===== config.mk =====
export PLATFORM = sky130hd
export DESIGN_NAME = sliding_window_percentile
export DESIGN_NICKNAME = d
export VERILOG_FILES = /design/src/swp_pkg.sv /design/src/swp_ctrl.sv /design/src/swp_datapath.sv /design/src/sliding_window_percentile.sv
export SDC_FILE = /design/constraint.sdc
export NUM_CORES = 2
export LEC_CHECK = 0
export BUFFER_PORTS_ARGS = -buffer_cell sky130_fd_sc_hd__buf_4
export CAP_MARGIN = 5
export CORE_ASPECT_RATIO = 0.9
export CORE_MARGIN = 1
export CORE_UTILIZATION = 30
export CTS_BUF_LIST = sky130_fd_sc_hd__clkbuf_8
export CTS_CLUSTER_SIZE = 8
export DETAILED_ROUTE_END_ITERATION = 10
export MAX_ROUTING_LAYER = met4
export SYNTH_ARGS = -nofsm -noshare
export SYNTH_HDL_FRONTEND = slang
export SYNTH_SLANG_ARGS = --single-unit

===== constraint.sdc =====
create_clock -name clk -period 6.05 [get_ports clk]
set_input_delay 0.3025 -clock clk [delete_from_list [all_inputs] [get_ports clk]]
set_output_delay 0.3025 -clock clk [all_outputs]
set_load 0.02 [all_outputs]

===== src/swp_pkg.sv =====
// ----------------------------------------------------------------------------
// swp_pkg
// Shared constants and controller/datapath interface types for the
// sliding-window percentile filter.
// ----------------------------------------------------------------------------
package swp_pkg;

    localparam int WINDOW_SIZE = 32;
    localparam int IDX_W       = $clog2(WINDOW_SIZE);
    localparam int CNT_W       = 6;
    localparam int SAMPLE_W    = 16;
    localparam int PCT_W       = 7;

    // percentile * (count-1)
    localparam int PROD_W      = PCT_W + IDX_W;
    // divide by 100 as multiply by 2^19/100 rounded up; exact for PROD_W bits
    localparam int RECIP_SHIFT = 19;
    localparam int RECIP_W     = 13;
    localparam int QPROD_W     = PROD_W + RECIP_W;
    localparam logic [RECIP_W-1:0] RECIP_100 = 13'd5243;
    localparam int QUOT_W      = QPROD_W - RECIP_SHIFT;

    // APB
    localparam int PADDR_W     = 3;
    localparam int PDATA_W     = 32;
    localparam logic REG_PERCENTILE = 1'b0;
    localparam logic [PCT_W-1:0] PERCENTILE_RESET = 7'd50;

    typedef logic signed [SAMPLE_W-1:0] sample_t;

    typedef struct packed {
        logic capture;    // take the input transfer
        logic ring_read;  // fetch oldest sample
        logic remove;     // drop oldest sample from sorted cells
        logic insert;     // insert new sample, write ring
        logic median;     // read median, form percentile product
        logic pct_index;  // scale product by 1/100
        logic pct_read;   // read percentile element
        logic load_out;   // move result to output register
    } swp_cmd_t;

    typedef struct packed {
        logic full;       // window holds WINDOW_SIZE samples
        logic out_free;   // output register can take a result
    } swp_status_t;

endpackage


===== src/swp_ctrl.sv =====
// ----------------------------------------------------------------------------
// swp_ctrl
// Sequencer: walks one sample through ring read and remove (if full), insert,
// two order-statistic reads, then hands the result to the output register.
// ----------------------------------------------------------------------------
module swp_ctrl
    import swp_pkg::*;
(
    input  logic        clk,
    input  logic        rst_n,
    input  logic        in_valid,
    output logic        in_ready,
    input  swp_status_t status,
    output swp_cmd_t    cmd
);

    typedef enum logic [2:0] {
        ST_IDLE,
        ST_RING,
        ST_REMOVE,
        ST_INSERT,
        ST_MEDIAN,
        ST_PIDX,
        ST_PCT,
        ST_DONE
    } state_t;

    state_t state_reg;
    state_t state_next;

    always_comb
    begin
        state_next = state_reg;
        cmd        = '0;
        case (state_reg)
            ST_IDLE:
            begin
                if (in_valid)
                begin
                    cmd.capture = 1'b1;
                    state_next  = status.full ? ST_RING : ST_INSERT;
                end
            end
            ST_RING:
            begin
                cmd.ring_read = 1'b1;
                state_next    = ST_REMOVE;
            end
            ST_REMOVE:
            begin
                cmd.remove = 1'b1;
                state_next = ST_INSERT;
            end
            ST_INSERT:
            begin
                cmd.insert = 1'b1;
                state_next = ST_MEDIAN;
            end
            ST_MEDIAN:
            begin
                cmd.median = 1'b1;
                state_next = ST_PIDX;
            end
            ST_PIDX:
            begin
                cmd.pct_index = 1'b1;
                state_next    = ST_PCT;
            end
            ST_PCT:
            begin
                cmd.pct_read = 1'b1;
                state_next   = ST_DONE;
            end
            ST_DONE:
            begin
                if (status.out_free)
                begin
                    cmd.load_out = 1'b1;
                    state_next   = ST_IDLE;
                end
            end
            default:
            begin
                state_next = ST_IDLE;
            end
        endcase
    end

    assign in_ready = (state_reg == ST_IDLE);

    always_ff @(posedge clk or negedge rst_n)
    begin
        if (!rst_n)
        begin
            state_reg <= ST_IDLE;
        end
        else
        begin
            state_reg <= state_next;
        end
    end

endmodule


===== src/swp_datapath.sv =====
// ----------------------------------------------------------------------------
// swp_datapath
// Sample ring memory, compare-and-shift sorted cell array, order-statistic
// index arithmetic and the output register.
// ----------------------------------------------------------------------------
module swp_datapath
    import swp_pkg::*;
(
    input  logic                clk,
    input  logic                rst_n,
    input  swp_cmd_t            cmd,
    output swp_status_t         status,
    input  logic [PCT_W-1:0]    percentile,
    input  sample_t             sample,
    output logic                out_valid,
    input  logic                out_ready,
    output sample_t             median_value,
    output sample_t             percentile_value,
    output logic [CNT_W-1:0]    held_count
);

    sample_t              ring_mem [WINDOW_SIZE];
    sample_t              cell_reg [WINDOW_SIZE];
    sample_t              cell_next [WINDOW_SIZE];

    sample_t              sample_reg;
    sample_t              oldest_reg;
    sample_t              med_reg;
    sample_t              pct_reg;
    logic [PROD_W-1:0]    prod_reg;
    logic [IDX_W-1:0]     pidx_reg;
    logic [IDX_W-1:0]     wr_idx_reg;
    logic [CNT_W-1:0]     fill_reg;

    logic                 out_valid_reg;
    sample_t              out_med_reg;
    sample_t              out_pct_reg;
    logic [CNT_W-1:0]     out_cnt_reg;

    logic [CNT_W-1:0]     last_cnt;
    logic [IDX_W-1:0]     last_idx;
    logic [IDX_W-1:0]     rd_idx;
    sample_t              rd_data;
    logic [QPROD_W-1:0]   qprod;
    logic [QUOT_W-1:0]    quot;
    logic [WINDOW_SIZE-1:0] gt;

    assign status.full     = (fill_reg == CNT_W'(WINDOW_SIZE));
    assign status.out_free = !out_valid_reg || out_ready;

    assign last_cnt = fill_reg - CNT_W'(1);
    assign last_idx = last_cnt[IDX_W-1:0];

    // one shared read port on the cell array
    assign rd_idx  = cmd.median ? (last_idx >> 1) : pidx_reg;
    assign rd_data = cell_reg[rd_idx];

    assign qprod = QPROD_W'(prod_reg) * QPROD_W'(RECIP_100);
    assign quot  = qprod[QPROD_W-1:RECIP_SHIFT];

    // Cell update. Remove: cells at or above the leaving value pull from the
    // right. Insert: cells greater than the new value push right, the first
    // of them (or the slot at fill) takes the new value.
    always_comb
    begin
        for (int j = 0; j < WINDOW_SIZE; j++)
        begin
            gt[j] = (CNT_W'(j) < fill_reg) && (cell_reg[j] > sample_reg);
        end
        for (int j = 0; j < WINDOW_SIZE; j++)
        begin
            cell_next[j] = cell_reg[j];
            if (cmd.remove)
            begin
                if ((j < WINDOW_SIZE - 1) && (CNT_W'(j + 1) < fill_reg)
                    && (cell_reg[j] >= oldest_reg))
                begin
                    cell_next[j] = cell_reg[(j + 1) % WINDOW_SIZE];
                end
            end
            else if (cmd.insert)
            begin
                if (gt[j] || (CNT_W'(j) == fill_reg))
                begin
                    if ((j > 0) && gt[(j + WINDOW_SIZE - 1) % WINDOW_SIZE])
                    begin
                        cell_next[j] = cell_reg[(j + WINDOW_SIZE - 1) % WINDOW_SIZE];
                    end
                    else
                    begin
                        cell_next[j] = sample_reg;
                    end
                end
            end
        end
    end

    always_ff @(posedge clk)
    begin
        for (int j = 0; j < WINDOW_SIZE; j++)
        begin
            cell_reg[j] <= cell_next[j];
        end
    end

    // ring memory: one write, one registered read
    always_ff @(posedge clk)
    begin
        if (cmd.insert)
        begin
            ring_mem[wr_idx_reg] <= sample_reg;
        end
        if (cmd.ring_read)
        begin
            oldest_reg <= ring_mem[wr_idx_reg];
        end
    end

    // payload
    always_ff @(posedge clk)
    begin
        if (cmd.capture)
        begin
            sample_reg <= sample;
        end
        if (cmd.median)
        begin
            med_reg  <= rd_data;
            prod_reg <= PROD_W'(percentile) * PROD_W'(last_idx);
        end
        if (cmd.pct_index)
        begin
            pidx_reg <= (quot > QUOT_W'(last_idx)) ? last_idx : quot[IDX_W-1:0];
        end
        if (cmd.pct_read)
        begin
            pct_reg <= rd_data;
        end
        if (cmd.load_out)
        begin
            out_med_reg <= med_reg;
            out_pct_reg <= pct_reg;
            out_cnt_reg <= fill_reg;
        end
    end

    // control
    always_ff @(posedge clk or negedge rst_n)
    begin
        if (!rst_n)
        begin
            fill_reg      <= '0;
            wr_idx_reg    <= '0;
            out_valid_reg <= 1'b0;
        end
        else
        begin
            if (cmd.remove)
            begin
                fill_reg <= fill_reg - CNT_W'(1);
            end
            else if (cmd.insert)
            begin
                fill_reg   <= fill_reg + CNT_W'(1);
                wr_idx_reg <= wr_idx_reg + IDX_W'(1);
            end
            if (cmd.load_out)
            begin
                out_valid_reg <= 1'b1;
            end
            else if (out_ready)
            begin
                out_valid_reg <= 1'b0;
            end
        end
    end

    assign out_valid        = out_valid_reg;
    assign median_value     = out_med_reg;
    assign percentile_value = out_pct_reg;
    assign held_count       = out_cnt_reg;

endmodule


===== src/sliding_window_percentile.sv =====
// ----------------------------------------------------------------------------
// sliding_window_percentile
// Rank-order filter over the last 32 signed samples: lower median and a
// configurable percentile after every sample.
// ----------------------------------------------------------------------------
// Input channel (in_valid/in_ready, sample): one 16-bit signed sample per
// transfer. Output channel (out_valid/out_ready): one result per sample with
// median_value, percentile_value and held_count (samples held, up to 32).
// APB register 0 (byte address 0): percentile, 7 bits, reset 50; values above
// 100 report the largest sample held. Write it only while the block is idle.
// After the input transfer the sequencer steps through insert, median read,
// percentile index, percentile read and done before out_valid rises; once the
// window is full, the oldest sample is first read from the ring and removed
// from the sorted cells. One sample is in work at a time: in_ready is low
// until the sequencer, which steps one sample through ring read, remove,
// insert and two reads on the single cell-array read port, is idle again.
// The output register parts the channels: the next sample is taken while a
// result still waits. If the receiver stalls longer, the finished result
// waits in the sequencer and in_ready stays low until it can move on.
// Reset clears the window count, the ring pointer and out_valid; the register
// returns to 50. No clearing pass is needed.
// ----------------------------------------------------------------------------
module sliding_window_percentile
    import swp_pkg::*;
(
    input  logic                clk,
    input  logic                rst_n,
    input  logic                in_valid,
    output logic                in_ready,
    input  sample_t             sample,
    output logic                out_valid,
    input  logic                out_ready,
    output sample_t             median_value,
    output sample_t             percentile_value,
    output logic [CNT_W-1:0]    held_count,
    input  logic                psel,
    input  logic                penable,
    input  logic                pwrite,
    input  logic [PADDR_W-1:0]  paddr,
    input  logic [PDATA_W-1:0]  pwdata,
    output logic [PDATA_W-1:0]  prdata,
    output logic                pready
);

    swp_cmd_t          cmd;
    swp_status_t       status;
    logic [PCT_W-1:0]  percentile_reg;
    logic              reg_hit;

    assign pready  = 1'b1;
    assign reg_hit = (paddr[PADDR_W-1] == REG_PERCENTILE);
    assign prdata  = reg_hit ? PDATA_W'(percentile_reg) : '0;

    always_ff @(posedge clk or negedge rst_n)
    begin
        if (!rst_n)
        begin
            percentile_reg <= PERCENTILE_RESET;
        end
        else if (psel && penable && pwrite && pready && reg_hit)
        begin
            percentile_reg <= pwdata[PCT_W-1:0];
        end
    end

    swp_ctrl u_ctrl (
        .clk      (clk),
        .rst_n    (rst_n),
        .in_valid (in_valid),
        .in_ready (in_ready),
        .status   (status),
        .cmd      (cmd)
    );

    swp_datapath u_dp (
        .clk              (clk),
        .rst_n            (rst_n),
        .cmd              (cmd),
        .status           (status),
        .percentile       (percentile_reg),
        .sample           (sample),
        .out_valid        (out_valid),
        .out_ready        (out_ready),
        .median_value     (median_value),
        .percentile_value (percentile_value),
        .held_count       (held_count)
    );

endmodule


==> results.toml <==
[min_path]
min_to = "u_dp.sample_reg[15]"
hp-start = "sample[15]"
hp-class = "in2reg"
min_path_cells = 2

[finish]
finalNetCount = 8480
final_util_pct = 34.1
regArea_sq_um = 34900
multiInputGateArea_sq_um = 44400
n_fill_cell = 26743
drive_above_1_share_pct = 14.3
areaGrowthSynthToFinish_pct = 12.7

[critical_path]
arrival_ns = 6.73
start_kind = "flip-flop"
cp_top_family = "adder cells"
rr_startpoint = "u_dp.prod_reg[9]"
r2r_end = "u_dp.pidx_reg[1]"
cp_cell_sequence = "fa_1 > buf_4 > ha_1 > inv_1 > fa_1 > inv_1 > fa_1 > inv_2 > fa_1 > inv_1 > ha_4 > a21oi_2 > o221ai_2 > a221o_1 > a31oi_4 > buf_4 > buf_4 > a211oi_4 > ha_1 > nand4_1 > mux2i_1 > o21ai_2 > mux2_2"
cp_max_fo = 5
criticalPathCategory = "reg2reg"
crit_top_cell = "fa_1"
cp-end-kind = "flip-flop"
cp.required_ns = 6.67
critPathMaxStageDelay_ns = 0.58
cp.buffers_inverters = 7
critPathLaunch = "u_dp.prod_reg[9]"
slowest_stage = "fa_1"
r2r_slack_ns = -0.06
reg2reg_depth = 23

[sta]
setup_viol = 4
max_freq_mhz = 164
tightest_slew_ns = 1.29
rsz0062_at_grt = "true"
fin_crit_sh_pct = 101
finClkSkew_ns = 0.109
relSlewSlack_pct = 13.9
finalSetupTns_ns = -0.146
hold_violations = 0
fin_ws_ns = -0.0577
slew_viol_final = 0
fin_crit_ns = 6.11

[run_status]
outcome = "complete, but fails checks"
violations = "negative setup slack"

[global_route]
antenna_found_initial = 16
track_usage_pct = 22.3
grt_pass1_wl_um = 436000
grt_pass1_vias = 61319
grt.overflow.total = 0
grt_max_degree = 240

[detailed_routing]
drtAntennaViolNets = 0
via_per_inst = 5.80
first_pass_iters = 8
wl_um = 306000
drtIter0Drc = 7947
num_vias = 63517
wl_per_cell_um = 27.9
drc = 0

[synth]
synthArstFlopShare_pct = 1.89
synth-main-ff-cell = "edfxtp_1"
synth.distinct_cells = 96
yosysMostFrequentCell = "edfxtp_1"
yosys_warnings = 0
synth-edff-count = 1143
synth_area_leader_cell = "edfxtp_1"
synth-seq-cells = 1165
synth_commonest_cells = "1,143 x edfxtp_1, 1,123 x ha_1, 696 x nand2_1, 565 x o21ai_0, 541 x mux2i_1"
synth_area_leaders = "edfxtp_1 42%, ha_1 17%, mux4_2 7.1%, mux2i_1 6.6%, o21ai_0 3.5%"
seq_area_frac_synth_pct = 42.7
synth_cells = 6949
yosysTopAreaCellShare_pct = 42.0
avgSynthCellArea_sq_um = 11.8
syn_area_sq_um = 81700

[clock_tree]
clock-sinks = 1165
cts_tree = "done"
cts_root_buf = "clkbuf_8"
cts_buffers = 206
clock_path_buffers = 4
clkTransAtPathRegs_ns = 0.06
clkLatencyLatePin_ns = 0.97
htreeDepth = 4

[placed_design]
io_buffers = 77
post-dp-hpwl_um = 218000
gp_congestion = 1.01

[floorplan]
die-area_sq_um = 274000
num_rows = 181
die_y_um = 497
die_x_um = 552
core_area_sq_um = 270000
initial_core_util_pct = 30.2
pin_count = 131

[run]
cap_violations = 0
[worst max path at each step]
stage	endpoint	slack, ns	cells past startpoint
final	u_dp.pidx_reg[1]	-0.06	23
after global routing	u_dp.pidx_reg[3]	-0.32	22
after CTS	u_dp.pidx_reg[3]	0.005	22
after detailed placement	u_dp.pidx_reg[3]	-0.45	24
after global placement	u_dp.pidx_reg[4]	-0.52	24
after floorplan	u_dp.pidx_reg[1]	0.03	24
[through the flow]
stage	setup slack, ns	std cells	area, sq um	hold WS [ns]
after floorplan	0.0268	6973	81800	0.00691
after global placement	-0.522	10540	87700	0.302
after detailed placement	-0.451	10540	87700	0.304
after CTS	0.00453	10938	92000	0.0726
after global routing	-0.325	10946	92100	0.108
final	-0.0577	10946	92100	0.141
[timing repair]
item,in CTS,in global routing
pin swaps,32,26
setup endpoints to repair,5,5
gates resized for setup,30,13
hold buffers,50,0
hold endpoints to repair,52,0
buffers inserted,7,3
[routing by layer]
metal / up-vias / wire length, um / global-route usage [%]
li1: 27486 / - / -
met1: 31616 / 129000 / 30.8
met2: 3738 / 129000 / 31.5
met3: 677 / 34500 / 5.10
met4: 0 / 13300 / 8.61
met5: - / 0 / -
[area by class of cell]
class,instances,area share (%)
repair buffers,434,3.94
clock buffers,207,3.09
inverters,266,1.09
flip-flops and latches,1165,37.9
well taps,3568,4.85
clock inverters,134,0.864
multi-input cells,5167,48.3
diodes,5,0.0136
[kinds of logic after synthesis]
family / Yosys count / synth area share, %
compound gates: 1628 / 12.2
mux: 811 / 13.9
fa+ha+maj: 1182 / 18.7
buf+inv: 641 / 3.50
other cells: 2 / 0.00920
xor+xnor: 27 / 0.308
simple gates: 1493 / 8.69
flops: 1165 / 42.7
[cells in the final DEF, fill, tap and decap left out, types with 171 or more instances in the layout]
| cell | netlist | final |
|---|---|---|
| edfxtp_1 | 1143 | 1143 |
| nor2_1 | 195 | 192 |
| buf_4 | 58 | 365 |
| nand4_1 | 171 | 171 |
| clkbuf_8 | 0 | 207 |
| mux4_2 | 256 | 256 |
| inv_1 | 262 | 279 |
| nand2_1 | 696 | 695 |
| o21ai_0 | 565 | 559 |
| mux2i_1 | 541 | 541 |
| ha_1 | 1123 | 1116 |
| a21oi_1 | 318 | 315 |
Power is left out: the tool's default activity adds up to more than one toggle a clock period on the data nets, which glitch-free logic cannot reach.
